--- src/design/mfsu_pkg.sv ---
package mfsu_pkg;

  // Configuration register indexes
  localparam int REG_IDX_W = 2;
  localparam logic [REG_IDX_W-1:0] REG_GRID_WIDTH  = 2'd0;
  localparam logic [REG_IDX_W-1:0] REG_GRID_HEIGHT = 2'd1;
  localparam logic [REG_IDX_W-1:0] REG_FIELD_LIMIT = 2'd2;

  localparam int CFG_DATA_W = 23;
  localparam logic [7:0]  GRID_WIDTH_RST  = 8'd128;
  localparam logic [7:0]  GRID_HEIGHT_RST = 8'd128;
  localparam logic [22:0] FIELD_LIMIT_RST = 23'd655360;

  // Item action codes
  localparam logic ACT_LOAD    = 1'b0;
  localparam logic ACT_COMPUTE = 1'b1;

  // Command queue
  localparam int Q_DEPTH = 2;
  localparam int Q_AW    = $clog2(Q_DEPTH);

  // Field accumulator width
  localparam int ACC_W = 32;

  // Q0.16 constants
  localparam logic signed [17:0] K_085  = 18'sd55706;
  localparam logic signed [17:0] K_020  = 18'sd13107;
  localparam logic signed [17:0] K_001  = 18'sd655;
  localparam logic signed [17:0] K_0005 = 18'sd328;
  localparam logic signed [17:0] K_090  = 18'sd58982;
  localparam logic signed [17:0] K_088  = 18'sd57672;
  localparam logic signed [17:0] K_015  = 18'sd9830;

  localparam logic signed [63:0] CHG_DECAY  = 64'sd5243;
  localparam logic signed [63:0] CHG_MOVE   = 64'sd655;
  localparam logic signed [63:0] CHG_FLOOR  = 64'sd1311;
  localparam logic signed [63:0] CHG_LIMIT  = 64'sd327680;

  typedef struct packed {
    logic              action;
    logic [6:0]        col;
    logic [6:0]        row;
    logic signed [23:0] charge_in;
    logic signed [23:0] field_x_in;
    logic signed [23:0] field_y_in;
  } item_t;

  typedef struct packed {
    logic signed [19:0] charge_out;
    logic signed [23:0] field_x_out;
    logic signed [23:0] field_y_out;
  } result_t;

  typedef enum logic {
    CMD_LOAD,
    CMD_COMPUTE
  } cmd_kind_t;

  typedef struct packed {
    cmd_kind_t          kind;
    logic               stored;
    logic [6:0]         col;
    logic [6:0]         row;
    logic signed [23:0] charge;
    logic signed [23:0] fx;
    logic signed [23:0] fy;
  } cmd_t;

  // Round to nearest, ties up, dropping 16 fraction bits.
  function automatic logic signed [63:0] rnd16(input logic signed [63:0] p);
    return (p + 64'sd32768) >>> 16;
  endfunction

  function automatic logic signed [23:0] sat24(input logic signed [63:0] v);
    logic signed [23:0] r;
    if (v > 64'sd8388607) begin
      r = 24'sh7FFFFF;
    end else if (v < -64'sd8388608) begin
      r = 24'sh800000;
    end else begin
      r = 24'(v);
    end
    return r;
  endfunction

  // Weight by Manhattan distance of the neighbour.
  function automatic logic [12:0] dist_weight(input logic [2:0] d);
    logic [12:0] w;
    unique case (d)
      3'd1:    w = 13'd5243;
      3'd2:    w = 13'd3277;
      3'd3:    w = 13'd1966;
      3'd4:    w = 13'd983;
      3'd5:    w = 13'd524;
      3'd6:    w = 13'd262;
      default: w = 13'd0;
    endcase
    return w;
  endfunction

endpackage

--- src/design/mfsu_fifo.sv ---
module mfsu_fifo
  import mfsu_pkg::*;
(
  input  logic clk,
  input  logic rst,
  input  logic push,
  input  cmd_t din,
  output logic full,
  input  logic pop,
  output logic valid,
  output cmd_t dout
);

  cmd_t            slots [Q_DEPTH];
  logic [Q_AW-1:0] wp;
  logic [Q_AW-1:0] rp;
  logic [Q_AW:0]   count;

  assign valid = (count != '0);
  assign full  = (count == (Q_AW+1)'(Q_DEPTH));
  assign dout  = slots[rp];

  always_ff @(posedge clk) begin
    if (push) begin
      slots[wp] <= din;
    end
  end

  always_ff @(posedge clk) begin
    if (rst) begin
      wp    <= '0;
      rp    <= '0;
      count <= '0;
    end else begin
      if (push) begin
        wp <= wp + 1'b1;
      end
      if (pop) begin
        rp <= rp + 1'b1;
      end
      count <= count + (Q_AW+1)'(push) - (Q_AW+1)'(pop);
    end
  end

endmodule

--- config.mk ---
export PLATFORM = sky130hd
export DESIGN_NAME = mfsu_fifo
export DESIGN_NICKNAME = d
export VERILOG_FILES = /design/src/design/mfsu_pkg.sv /design/src/design/mfsu_fifo.sv
export SDC_FILE = /design/constraint.sdc
export NUM_CORES = 1
export LEC_CHECK = 0
export ABC_AREA = 1
export BUFFER_PORTS_ARGS = -buffer_cell sky130_fd_sc_hd__buf_2
export CAP_MARGIN = 20
export CORE_ASPECT_RATIO = 0.9
export CORE_UTILIZATION = 30
export CTS_BUF_LIST = sky130_fd_sc_hd__clkbuf_16
export DETAILED_ROUTE_END_ITERATION = 10
export GPL_TIMING_DRIVEN = 0
export MAX_ROUTING_LAYER = met4
export PLACE_DENSITY_LB_ADDON = 0.12
export SLEW_MARGIN = 20
export SYNTH_ARGS = -nofsm -noshare
export SYNTH_HDL_FRONTEND = slang
export SYNTH_SLANG_ARGS = --single-unit
--- constraint.sdc ---
create_clock -name clk -period 7.89 [get_ports clk]
set_clock_uncertainty 0.1 [all_clocks]
set_input_delay 2.367 -clock clk [delete_from_list [all_inputs] [get_ports clk]]
set_output_delay 2.367 -clock clk [all_outputs]
set_load 0.03 [all_outputs]
==> flow_results.xml <==
<?xml version="1.0" encoding="UTF-8"?>
<metrics>
  <group name="outcome">
    <metric name="outcome" unit="">completed</metric>
  </group>
  <group name="route">
    <metric name="wl" unit="um">12840</metric>
    <metric name="routed_wire_length_per_instance" unit="um">15.75</metric>
    <metric name="met3_wirelength" unit="um">948</metric>
    <metric name="postRouteAntennaNets" unit="">0</metric>
    <metric name="avgViaCountPerCell" unit="">4.195</metric>
    <metric name="detailroute.via_count" unit="">3419</metric>
    <metric name="initialDrtViolationCount" unit="">170</metric>
    <metric name="remaining_drc_errors" unit="">0</metric>
    <metric name="dr.max_layer_used" unit="">met4</metric>
    <metric name="detail_route.wirelength.met1" unit="um">5687</metric>
    <metric name="routed-wl-met2" unit="um">6032</metric>
    <metric name="drtPass1Iterations" unit="">4</metric>
  </group>
  <group name="placed_design">
    <metric name="i_o_buffers" unit="">181</metric>
    <metric name="gp_congestion" unit="">0.6935</metric>
    <metric name="place_ws" unit="ns">3.963</metric>
    <metric name="dpl.cell_count" unit="">782</metric>
    <metric name="dp_hpwl" unit="um">8641</metric>
    <metric name="placedInstanceArea" unit="um2">8063</metric>
  </group>
  <group name="yosys">
    <metric name="number_of_enable_type_register_cells_in_the_synthesized_netlist" unit="">176</metric>
    <metric name="post_synth_top_area_share" unit="">0.7947</metric>
    <metric name="ys_seq_elements" unit="">181</metric>
    <metric name="ys_seq_area_frac" unit="">0.8098</metric>
    <metric name="synth-async-reset-ratio" unit="">0</metric>
    <metric name="netlist_instances" unit="">305</metric>
    <metric name="synth_top_area_cells" unit="">sky130_fd_sc_hd__edfxtp_1 (79%), sky130_fd_sc_hd__mux2_2 (12%), sky130_fd_sc_hd__mux2_4 (4.5%)</metric>
    <metric name="synth_cell_types" unit="">14</metric>
    <metric name="synth.most_common_cell" unit="">sky130_fd_sc_hd__edfxtp_1</metric>
    <metric name="netlist.top_cell.by_area" unit="">sky130_fd_sc_hd__edfxtp_1</metric>
    <metric name="syn_area" unit="um2">6650</metric>
    <metric name="synthesis.nets" unit="">399</metric>
    <metric name="syn_avg_cell_area" unit="um2">21.80</metric>
    <metric name="postSynth.topFlopCell" unit="">sky130_fd_sc_hd__edfxtp_1</metric>
    <metric name="ys.warnings.count" unit="">0</metric>
    <metric name="synth_top_cells_by_count" unit="">sky130_fd_sc_hd__edfxtp_1 (176), sky130_fd_sc_hd__mux2_2 (68), sky130_fd_sc_hd__mux2_4 (20), sky130_fd_sc_hd__inv_1 (8), sky130_fd_sc_hd__nor2_1 (7)</metric>
  </group>
  <group name="timing">
    <metric name="final.setup.worst_slack" unit="ns">3.676</metric>
    <metric name="finalCritPeriodShare" unit="">0.5341</metric>
    <metric name="totalNegativeSetupSlack" unit="ns">0</metric>
    <metric name="report.final.setup_viol" unit="">0</metric>
    <metric name="period_minus_slack" unit="ns">4.214</metric>
    <metric name="worstMarginPinSlew" unit="ns">0.5827</metric>
    <metric name="max_freq" unit="MHz">237.3</metric>
    <metric name="finalHoldViolations" unit="">0</metric>
    <metric name="worst_hold_slack" unit="ns">0.4164</metric>
    <metric name="rsz0062_at_grt" unit="">false</metric>
    <metric name="report.final.slew_viol_count" unit="">0</metric>
    <metric name="maxSlewHeadroom" unit="">0.6106</metric>
  </group>
  <group name="pwr">
    <metric name="ir_worst_vdd" unit="uV">117.9</metric>
    <metric name="static_leakage_power" unit="nW">3.284</metric>
    <metric name="power_per_cell_area" unit="nW/um2">259.9</metric>
    <metric name="power.total" unit="mW">2.241</metric>
  </group>
  <group name="cts">
    <metric name="cts.htree.levels" unit="">4</metric>
    <metric name="post_cts.repair.setup_buffers" unit="">0</metric>
    <metric name="tritoncts.num_buffers" unit="">17</metric>
    <metric name="max-clock-path-buffers" unit="">2</metric>
    <metric name="tritoncts" unit="">yes</metric>
    <metric name="cts.root.buffer_cell" unit="">sky130_fd_sc_hd__clkbuf_16</metric>
    <metric name="cts.hold.buffers_added" unit="">0</metric>
    <metric name="post_cts_resize_count" unit="">0</metric>
    <metric name="clk_pin_slew_worst_paths" unit="ns">0.07</metric>
    <metric name="clock_sinks" unit="">181</metric>
    <metric name="clock_latency" unit="ns">0.41</metric>
  </group>
  <group name="global_route">
    <metric name="initial_antenna_violation_count" unit="">1</metric>
    <metric name="globalRoute.totalOverflow" unit="">0</metric>
    <metric name="grt_use_total" unit="">0.1180</metric>
    <metric name="grt_pass1_vias" unit="">3625</metric>
    <metric name="grt_pass1_wl" unit="um">19310</metric>
    <metric name="largest_net_degree_at_the_start_of_global_routing" unit="">46</metric>
  </group>
  <group name="worst_setup_path">
    <metric name="ff2ff_setup_slack" unit="ns">6.19</metric>
    <metric name="cp_data_required_time" unit="ns">5.42</metric>
    <metric name="depth_of_the_most_critical_reg_to_reg_path" unit="">3</metric>
    <metric name="criticalPathCategory" unit="">register to output port</metric>
    <metric name="worstPathMaxFanout" unit="">10</metric>
    <metric name="timing.rr.end" unit="">slots[0][60]$_DFFE_PP_</metric>
    <metric name="crit_path_end_kind" unit="">output port</metric>
    <metric name="type_of_element_launching_the_critical_path" unit="">register</metric>
    <metric name="worst-endpoint-arrival" unit="ns">1.75</metric>
    <metric name="r2r_start" unit="">wp$_SDFFE_PP0P_</metric>
  </group>
  <group name="hold_path">
    <metric name="whs_path_depth" unit="">2</metric>
    <metric name="holdCritStartpoint" unit="">rp$_SDFFE_PP0P_</metric>
    <metric name="type_of_the_worst_min_delay_path" unit="">register to register</metric>
  </group>
  <group name="floorplan">
    <metric name="fp.coreArea" unit="um2">21700</metric>
    <metric name="floorplan.io_pins" unit="">182</metric>
    <metric name="core.rowCount" unit="">51</metric>
    <metric name="design.die.area" unit="um2">22770</metric>
    <metric name="initial_core_util" unit="">0.3065</metric>
    <metric name="die_y" unit="um">143.2</metric>
    <metric name="floorplan.die.width" unit="um">158.9</metric>
  </group>
  <group name="cells_and_area">
    <metric name="layout-area-overhead-vs-synth" unit="%">29.65</metric>
    <metric name="design.final.nets" unit="">604</metric>
    <metric name="filler_cell_count" unit="">2058</metric>
    <metric name="final_cell_area" unit="um2">8622</metric>
    <metric name="layout-drive-gt1-share" unit="">0.6023</metric>
    <metric name="finalCoreUtilization" unit="">0.3974</metric>
    <metric name="fin_cells" unit="">815</metric>
  </group>
  <group name="job">
    <metric name="maxCapViolations" unit="">0</metric>
  </group>
</metrics>
[metal layers]
metal | up-vias | GRT usage
met5 | - | -
met4 | 0 | 0.04555
met3 | 8 | 0.04560
met2 | 125 | 0.1794
met1 | 1680 | 0.1417
li1 | 1606 | -
[final cells by class]
cell class,instances,area [um2],share of cell area
plain buffers,10,75.07,0.008707
clock buffers,17,425.4,0.04934
well taps,291,364.1,0.04223
clock inverters,15,131.4,0.01524
multi-input cells,106,1167,0.1354
flip-flops and latches,181,5385,0.6246
diodes,1,2.502,0.0002902
repair buffers,186,1036,0.1202
inverters,8,35.03,0.004063
[kinds of logic after synthesis]
kind of cell	count (synthesis)	share of synthesized area
simple gates	14	0.008278
compound gates	1	0.0007519
mux	88	0.1603
xor+xnor	1	0.001317
flops	181	0.8098
buf+inv	18	0.01580
fa+ha+maj	2	0.003762
[placed cells by master (no fill, tap or decap), drive strengths merged, types with 2 or more instances in the layout]
master / synthesis / layout
nor2: 7 / 7
nand2: 5 / 5
clkinv: 0 / 8
inv: 8 / 13
ha: 2 / 2
dfxtp: 5 / 5
edfxtp: 176 / 176
buf: 10 / 196
clkbuf: 0 / 17
mux2: 88 / 88
[worst max-delay path, cell delays in order (launching register included)]
cell and delay, ns:
sky130_fd_sc_hd__dfxtp_1 0.32, sky130_fd_sc_hd__buf_6 0.13, sky130_fd_sc_hd__buf_6 0.17, sky130_fd_sc_hd__buf_6 0.20
sky130_fd_sc_hd__mux2_4 0.32, sky130_fd_sc_hd__buf_2 0.18
[state kept, by name, indices dropped and copies added, names as in the netlist, named ones only]
signal	flops
rp	1
count	2
slots	176
wp	1
[power breakdown]
group | total (mW) | switching [mW] | internal [mW]
clock | 0.801 | 0.364 | 0.437
combinational | 0.317 | 0.197 | 0.120
sequential | 1.12 | 0.0110 | 1.11
total | 2.24 | 0.571 | 1.67
[how the worst max path moves through the flow]
stage / endpoint / cells after the start
detailed placement: slots[0][82]$_DFFE_PP_ / 5
CTS: dout[68] / 5
global route: dout[68] / 5
finish: dout[68] / 5
global placement: slots[0][63]$_DFFE_PP_ / 3
floorplan: slots[0][0]$_DFFE_PP_ / 2
(Power assumes the default switching activity.)
